## src/design/gwgc_pkg.sv

```systemverilog
// ----------------------------------------------------------------------------
// gwgc_pkg
// Shared widths, constants and types for the gyro to cursor pipeline.
// ----------------------------------------------------------------------------
package gwgc_pkg;
  localparam int FRAC_BITS = 8;
  localparam int OUT_W     = 21;
  // numerator magnitude: |s| < 3*2^30*2^15 -> 47 bits; scale < 2^(16+3+FRAC)
  localparam int SCALE_W   = 16 + 3 + FRAC_BITS;
  localparam int MAG_W     = 47;
  localparam int PROD_W    = MAG_W + SCALE_W;
  localparam int WSUM_W    = 32;
  localparam int DEN_W     = WSUM_W + 23;
  localparam logic [22:0] DEN_SCALE = 23'd8192000;
  // quotient bits kept: values above 2^22 all saturate
  localparam int Q_W       = 23;
  localparam int NCELL     = Q_W;

  localparam logic [0:0] REG_USE_ACCEL  = 1'b0;
  localparam logic [0:0] REG_GYRO_RANGE = 1'b1;

  typedef struct packed {
    logic              neg;
    logic              zero;
    logic [DEN_W-1:0]  den;
    logic [PROD_W-1:0] rem;
    logic [Q_W-1:0]    q;
  } div_lane_t;

  typedef struct packed {
    logic      valid;
    div_lane_t yaw;
    div_lane_t pitch;
  } cell_data_t;
endpackage

```

## src/design/gwgc_cell.sv

```systemverilog
// ----------------------------------------------------------------------------
// gwgc_cell
// One restoring-division step per lane for a given quotient bit position.
// ----------------------------------------------------------------------------
module gwgc_cell (
  input  logic                 clk,
  input  logic                 rst,
  input  logic                 en,
  input  logic [4:0]           bitpos,
  input  gwgc_pkg::cell_data_t din,
  output gwgc_pkg::cell_data_t dout
);
  import gwgc_pkg::*;

  function automatic div_lane_t step(div_lane_t l, logic [4:0] b);
    logic [PROD_W+Q_W-1:0] d;
    div_lane_t r;
    d = (PROD_W+Q_W)'(l.den) << b;
    r = l;
    if (l.zero == 1'b0 && (PROD_W+Q_W)'(l.rem) >= d) begin
      r.rem = PROD_W'((PROD_W+Q_W)'(l.rem) - d);
      r.q[b] = 1'b1;
    end
    return r;
  endfunction

  always_ff @(posedge clk) begin
    if (rst) dout.valid <= 1'b0;
    else if (en) dout.valid <= din.valid;
    if (en) begin
      dout.yaw   <= step(din.yaw, bitpos);
      dout.pitch <= step(din.pitch, bitpos);
    end
  end
endmodule

```

## config.mk

```make
export PLATFORM = sky130hd
export DESIGN_NAME = gwgc_cell
export DESIGN_NICKNAME = d
export VERILOG_FILES = /design/src/design/gwgc_pkg.sv /design/src/design/gwgc_cell.sv
export SDC_FILE = /design/constraint.sdc
export NUM_CORES = 1
export LEC_CHECK = 0
export BUFFER_PORTS_ARGS = -buffer_cell sky130_fd_sc_hd__buf_2
export CAP_MARGIN = 40
export CORE_AREA = 2 2 247 249
export DETAILED_ROUTE_END_ITERATION = 10
export DIE_AREA = 0 0 249 251
export PLACE_DENSITY = 0.65
export SKIP_CTS_REPAIR_TIMING = 1
export SYNTH_ARGS = -nofsm -noshare
export SYNTH_HDL_FRONTEND = slang
export SYNTH_SLANG_ARGS = --single-unit
```

## constraint.sdc

```tcl
create_clock -name clk -period 8.6 [get_ports clk]
set_clock_uncertainty 0.1 [all_clocks]
set_input_delay 1.72 -clock clk [delete_from_list [all_inputs] [get_ports clk]]
set_output_delay 1.72 -clock clk [all_outputs]
set_load 0.02 [all_outputs]
```

==> results.md, run 1 <==
* Status: completed
* Final Hold Fails at 0
* Largest registers: dout: 309 flops
* TritonCTS clock tree: done
* Top post-synthesis cells by area: edfxtp_1 (34%), nand2_1 (7.1%), ha_1 (6.9%)
* Clk buf depth at 3
* Yosys Warn Count at 0
* R2r startpoint: dout[308]$_SDFFE_PP0P_
* Post-layout util at 52.8%
* Crit path DAT at 7.61 ns
* Share of layout cells above drive strength 1 at 24.4%
* Clock-pin slew on the worst setup and hold paths at 0.06 ns
* TritonCTS Buffers at 36
* Maximum vdd drop at 0.197 mV
* Total clock sinks at 309
* Power Internal at 3.53 mW
* Top FF cell, synth: edfxtp_1
* Max cap viols at 0
* RSZ-0062 raised after global routing: no
* Clock Power Share at 25.3%
* CP max stage cell: o21ai_4
* Tcrit/Tclk final at 86.1%
* Switching pwr at 2.27 mW
* Comb pwr share at 42.1%
* I/O pin count at 626
* Synth cell count leaders: nand2_1 (508), edfxtp_1 (308), o21ai_0 (302), nor2_1 (273), a21oi_1 (249)
* Minimum clock period at 7.41 ns
* H-tree levels at 2
* Reg2Reg Setup Slack at 7.93 ns
* First-pass GRT wire length at 159000 µm
* GRT Overall Usage at 33.6%
* Critical Path Fanout Max at 47
* Pre-antenna DRT Iters at 6
* Antenna viol nets, final at 0
* Switching Share at 39.1%
* #FFs+latches synth at 309
* Required @ worst endpoint at 8.81 ns
* Post-synth EDFFs at 308
* Post-synth ARST share at 0%
* Largest register FFs at 309
* PwrDens at 184 nW/µm²
* Critical path startpoint: bitpos[1]
* # rows at 90
* Drt drc at 0
* Hold Path Depth at 2
* Drt wl/cell at 25.1 µm
* Worst slew pin tran at 0.932 ns
* Post-DP HPWL at 89000 µm
* WL final at 109000 µm
* Fin Setup TNS at 0 ns
* Worst stage delay on the critical path at 0.67 ns
* Antenna violations before repair at 12
* Yosys top cell by area: edfxtp_1
* Type of the tightest min-delay check: flop to flop
* Reg2reg end: dout[308]$_SDFFE_PP0P_
* LEAKAGE at 13.6 nW
* Fin nets at 4006
* Rel. slew slack at 37.9%
* Fmax at 135 MHz
* Full die area at 62500 µm²
* Setup CP Type: input port to flop
* Routability cong. at 1.00
* Count of unique library cells instantiated by Yosys at 84
* Area Overhead vs Synth at 17.8%
* Pin count of the biggest net entering global routing at 116
* Starting Density at 44.9%
* Syn Std Cell Area at 26800 µm²
* Input/output buffers at 625
* Critical path, cell by cell: buf_4, inv_2, nor2_1, nand2_1, o21ai_0, mux2i_1, nand2b_1, ha_1, a2111oi_1, a211oi_2, o21ai_1, a2111oi_2, o211ai_1, a211oi_2, o21ai_1, a31oi_1, o21ai_4, buf_4, mux2_2
* Syn avg cell area at 8.84 µm²
* Vias in the first global route at 24.8k
* Sequential cell area fraction in the yosys report at 34.6%
* Crit start category: input port
* Most frequent cell after synthesis: nand2_1
* Net Count, Synth at 3502
* CP endpoint kind: flop
* Vias per cell at 6.09
* Max Slew Vio Count at 0
* Share of power burned in registers at 32.5%
* Register name with the most flops: dout
* Post-synthesis cell count at 3035
* Clock root buffer: clkbuf_16
* DRT iter0 DRCs at 3180
* # setup viols final at 0
* Worst R2R Path Depth at 2
* Clk Latency, worst-skew pair at 0.55 ns
* Die Y-Extent at 251 µm
* Hold Path End: dout[308]$_SDFFE_PP0P_
* Via Count at 26.5k
* Hold Crit Start: dout[308]$_SDFFE_PP0P_
* Total congestion overflow at 0
* Yosys top cell area share at 34.5%
* Die X at 249 µm
* Core Box Area at 59800 µm²
kinds of logic after synthesis:
family	synth area share [%]
buffers and inverters	3.85
AO/OA/AOI/OAI	21.9
multiplexers	11.8
adder cells (fa/ha/maj)	7.05
AND/OR/NAND/NOR	16.3
XOR/XNOR	4.54
flip-flops	34.6
layout make-up:
type	count	area, µm²
Antenna cell	5	12.5
Fill cell	5713	28200
Clock buffer	46	960
Clock inverter	18	129
Inverter	50	191
Timing Repair Buffer	664	3520
Sequential cell	309	9270
Multi-Input combinational cell	2478	16500
Tap cell	782	978
critical path, delay by kind of cell:
kind | cells | cell delay, ns
multiplexers | 2 | 0.62
buffers and inverters | 3 | 1.39
adder cells (fa/ha/maj) | 1 | 0.38
AO/OA/AOI/OAI | 10 | 2.78
AND/OR/NAND/NOR | 3 | 0.64
how the worst max path moves through the flow:
| stage | to | depth (start not counted) |
|---|---|---|
| after detailed placement | dout[178]$_DFFE_PP_ | 19 |
| after global placement | dout[184]$_DFFE_PP_ | 19 |
| after global routing | dout[184]$_DFFE_PP_ | 19 |
| final | dout[184]$_DFFE_PP_ | 19 |
| after CTS | dout[178]$_DFFE_PP_ | 19 |
| after floorplan | dout[24]$_DFFE_PP_ | 24 |
cell usage in the layout, fill, tap and decap left out, types with 9 or more instances in the layout:
cell type / Yosys / final
nor2_1: 273 / 273
mux2i_1: 95 / 95
mux2_2: 42 / 42
o21ai_0: 302 / 302
o21ai_1: 14 / 13
mux2_1: 9 / 9
nand3_1: 36 / 36
nand4_1: 48 / 48
clkbuf_16: 0 / 37
and3_1: 19 / 19
mux4_2: 73 / 73
xor2_1: 65 / 65
a21o_1: 113 / 113
buf_4: 1 / 37
o21bai_1: 61 / 61
ha_1: 148 / 148
nor4_1: 13 / 13
a21boi_0: 9 / 9
nor3_1: 27 / 26
buf_2: 40 / 619
clkbuf_1: 118 / 9
o31ai_1: 11 / 11
xnor2_1: 74 / 74
a31oi_1: 31 / 31
edfxtp_1: 308 / 308
inv_1: 47 / 46
a211oi_1: 26 / 26
o21a_1: 16 / 16
o211ai_1: 18 / 18
o22ai_1: 9 / 9
nor2b_1: 27 / 27
a21oi_1: 249 / 249
nand2b_1: 23 / 23
or2_2: 14 / 14
nand2_1: 508 / 508
power by group through the flow:
stage | sequential [mW] | clock, mW | combinational (mW)
3_3_place_gp | 1.92 | 0 | 2.40
3_5_place_dp | 1.92 | 0 | 2.39
4_1_cts | 1.89 | 1.50 | 2.40
2_1_floorplan | 2.11 | 0 | 1.40
5_1_grt | 1.90 | 1.54 | 2.63
6_report | 1.89 | 1.47 | 2.45
per-layer routing:
layer | share of wire (%) | GRT usage [%] | wire length [µm] | vias to the layer above
met4 | 3.7 | 12.1 | 4090 | 10
li1 | - | - | - | 12300
met5 | 0.063 | 0 | 69 | -
met2 | 46 | 54.4 | 50500 | 1560
met3 | 10 | 8.10 | 11400 | 199
met1 | 40 | 43.9 | 43200 | 12500
through the flow:
step | area, µm² | power, mW | hold slack (ns) | instances | setup slack [ns]
after floorplan | 26800 | 3.51 | 0.479 | 3035 | 1.34
after global placement | 30500 | 4.32 | 0.372 | 4281 | 0.873
after detailed placement | 30500 | 4.31 | 0.384 | 4283 | 0.749
after global routing | 31600 | 6.07 | 0.469 | 4351 | 0.763
after CTS | 31600 | 5.79 | 0.397 | 4347 | 1.33
final | 31600 | 5.80 | 0.389 | 4352 | 1.19
No activity file was read; power rests on OpenSTA's default activity.
==> run 2, diff against run 1 <==
Settings changed: CELL_PAD_IN_SITES_DETAIL_PLACEMENT set to 1, CELL_PAD_IN_SITES_GLOBAL_PLACEMENT set to 2, CORE_AREA 2 2 247 249 to not set, CORE_MARGIN set to 2, CORE_UTILIZATION set to 33, DIE_AREA 0 0 249 251 to not set, PLACE_DENSITY 0.65 to 0.79.
==> run 2 against run 1 <==
  * Global-route usage is 5.4 points lower
  * Clock-buffer cell count down 5
  * Routed wire length grew 12%
  * Final cell count rose by 6.5%
  * Largest cell class unchanged
==> results.md, run 2 (synthesis results as in run 1) <==
* Via Count at 26.6k
* # rows at 104
* Post-layout util at 39.8%
* Worst stage delay on the critical path at 0.56 ns
* Die Y-Extent at 289 µm
* Area Overhead vs Synth at 19.6%
* I/O pin count at 626
* Status: completed
* Largest register FFs at 309
* Crit start category: input port
* Post-DP HPWL at 101000 µm
* Antenna viol nets, final at 0
* Antenna violations before repair at 18
* Switching pwr at 2.37 mW
* Hold Crit Start: dout[308]$_SDFFE_PP0P_
* RSZ-0062 raised after global routing: no
* PwrDens at 187 nW/µm²
* Core Box Area at 80500 µm²
* Drt drc at 0
* # setup viols final at 0
* Hold Path Depth at 2
* Tcrit/Tclk final at 90.2%
* Routability cong. at 0.929
* Maximum vdd drop at 0.148 mV
* Worst slew pin tran at 0.988 ns
* Crit path DAT at 8.11 ns
* Clk Latency, worst-skew pair at 0.57 ns
* Vias in the first global route at 25.8k
* CP endpoint kind: flop
* R2r startpoint: dout[308]$_SDFFE_PP0P_
* DRT iter0 DRCs at 2374
* GRT Overall Usage at 28.3%
* Post-Place Worst Slack at 0.378 ns
* H-tree levels at 2
* Max Slew Vio Count at 0
* Max cap viols at 0
* Reg2reg end: dout[308]$_SDFFE_PP0P_
* Starting Density at 33.3%
* Power Internal at 3.62 mW
* Comb pwr share at 41.8%
* Hold Path End: dout[308]$_SDFFE_PP0P_
* Worst R2R Path Depth at 2
* Drt wl/cell at 26.5 µm
* Clock root buffer: clkbuf_16
* Commonest non-fill, non-tap cell in the layout: buf_2
* Full die area at 83600 µm²
* Pin count of the biggest net entering global routing at 153
* Total clock sinks at 309
* Required @ worst endpoint at 8.95 ns
* Die X at 289 µm
* First-pass GRT wire length at 176000 µm
* CP max stage cell: nor4_1
* Layout fillers at 9628
* Final worst setup slack at 0.843 ns
* Reg2Reg Setup Slack at 7.93 ns
* Switching Share at 39.5%
* LEAKAGE at 13.7 nW
* Clock-pin slew on the worst setup and hold paths at 0.06 ns
* TritonCTS Buffers at 37
* Minimum clock period at 7.76 ns
* TritonCTS clock tree: done
* Fin Setup TNS at 0 ns
* Final Hold Fails at 0
* Input/output buffers at 625
* Type of the tightest min-delay check: flop to flop
* Total congestion overflow at 0
* WL final at 123000 µm
* Setup CP Type: input port to flop
* Critical path startpoint: bitpos[0]
* Share of power burned in registers at 31.5%
* Clock Power Share at 26.7%
* Vias per cell at 5.74
* Pre-antenna DRT Iters at 5
* Share of layout cells above drive strength 1 at 24.5%
* Critical path, cell by cell: clkbuf_8, buf_12, buf_4, mux4_2, nand2_1, nand2_1, o21ai_0, nor2_1, a21oi_1, ha_1, nand4_1, nor4_1, and4_1, o21ai_0, and3_4, a211oi_2, o2111ai_1, a21oi_2, o31ai_4, buf_12, nor3b_2, a31o_2
* Rel. slew slack at 34.2%
* Fin nets at 4011
* Clk buf depth at 3
* Most frequent cells in the layout: buf_2 (619), nand2_1 (508), edfxtp_1 (308)
* Fmax at 129 MHz
* Register name with the most flops: dout
* Critical Path Fanout Max at 87
* Largest registers: dout: 309 flops
==> run 2: changes by cell type in the layout (fill, tap and decap cells not counted), sizes merged <==
cell    delta
bufinv     +3
clkbuf     -5
inv        -3
diode      -1
buf        +4
clkinv     +9
==> run 2: critical path: cells and delay by family <==
family	cells	cell delay [ns]
AO/OA/AOI/OAI	8	2.13
adder cells (fa/ha/maj)	1	0.30
buffers and inverters	4	1.17
multiplexers	1	0.55
AND/OR/NAND/NOR	8	2.10
==> run 2: worst max-delay path by stage <==
stage                         end  depth (start not counted)
2_1_floorplan  dout[24]$_DFFE_PP_                         24
3_3_place_gp   dout[21]$_DFFE_PP_                         22
3_5_place_dp   dout[21]$_DFFE_PP_                         22
4_1_cts        dout[21]$_DFFE_PP_                         22
5_1_grt        dout[21]$_DFFE_PP_                         22
6_report       dout[21]$_DFFE_PP_                         22
==> run 2: layer usage <==
layer / global-route usage, % / share of wire [%]
met1: 39.6 / 44
met4: 6.39 / 2.1
met3: 4.02 / 7.2
met5: 0 / 0.019
met2: 46.0 / 46
==> run 2: stage by stage <==
stage	std cells	area (µm²)	hold slack (ns)	power, mW
after global placement	4565	30900	0.369	4.38
after floorplan	3035	26800	0.479	3.51
after CTS	4633	32100	0.398	6.02
final	4637	32100	0.393	5.99
after detailed placement	4565	30900	0.386	4.40
after global routing	4634	32100	0.489	6.29
==> run 2: power groups by stage <==
stage,Clock (mW),Sequential (mW),Combinational (mW)
after floorplan,0,2.11,1.40
after global placement,0,1.92,2.47
after detailed placement,0,1.92,2.48
after CTS,1.64,1.89,2.49
after global routing,1.68,1.90,2.71
final,1.60,1.89,2.51
==> run 2: area by class of cell <==
type	instances	area (µm²)	area share, %
Multi-Input combinational cell	2478	16500	51.5
Inverter	50	191	0.597
Clock buffer	41	941	2.93
Clock inverter	27	254	0.792
Tap cell	1060	1330	4.13
Antenna cell	4	10.0	0.0312
Timing Repair Buffer	668	3550	11.1
Sequential cell	309	9270	28.9
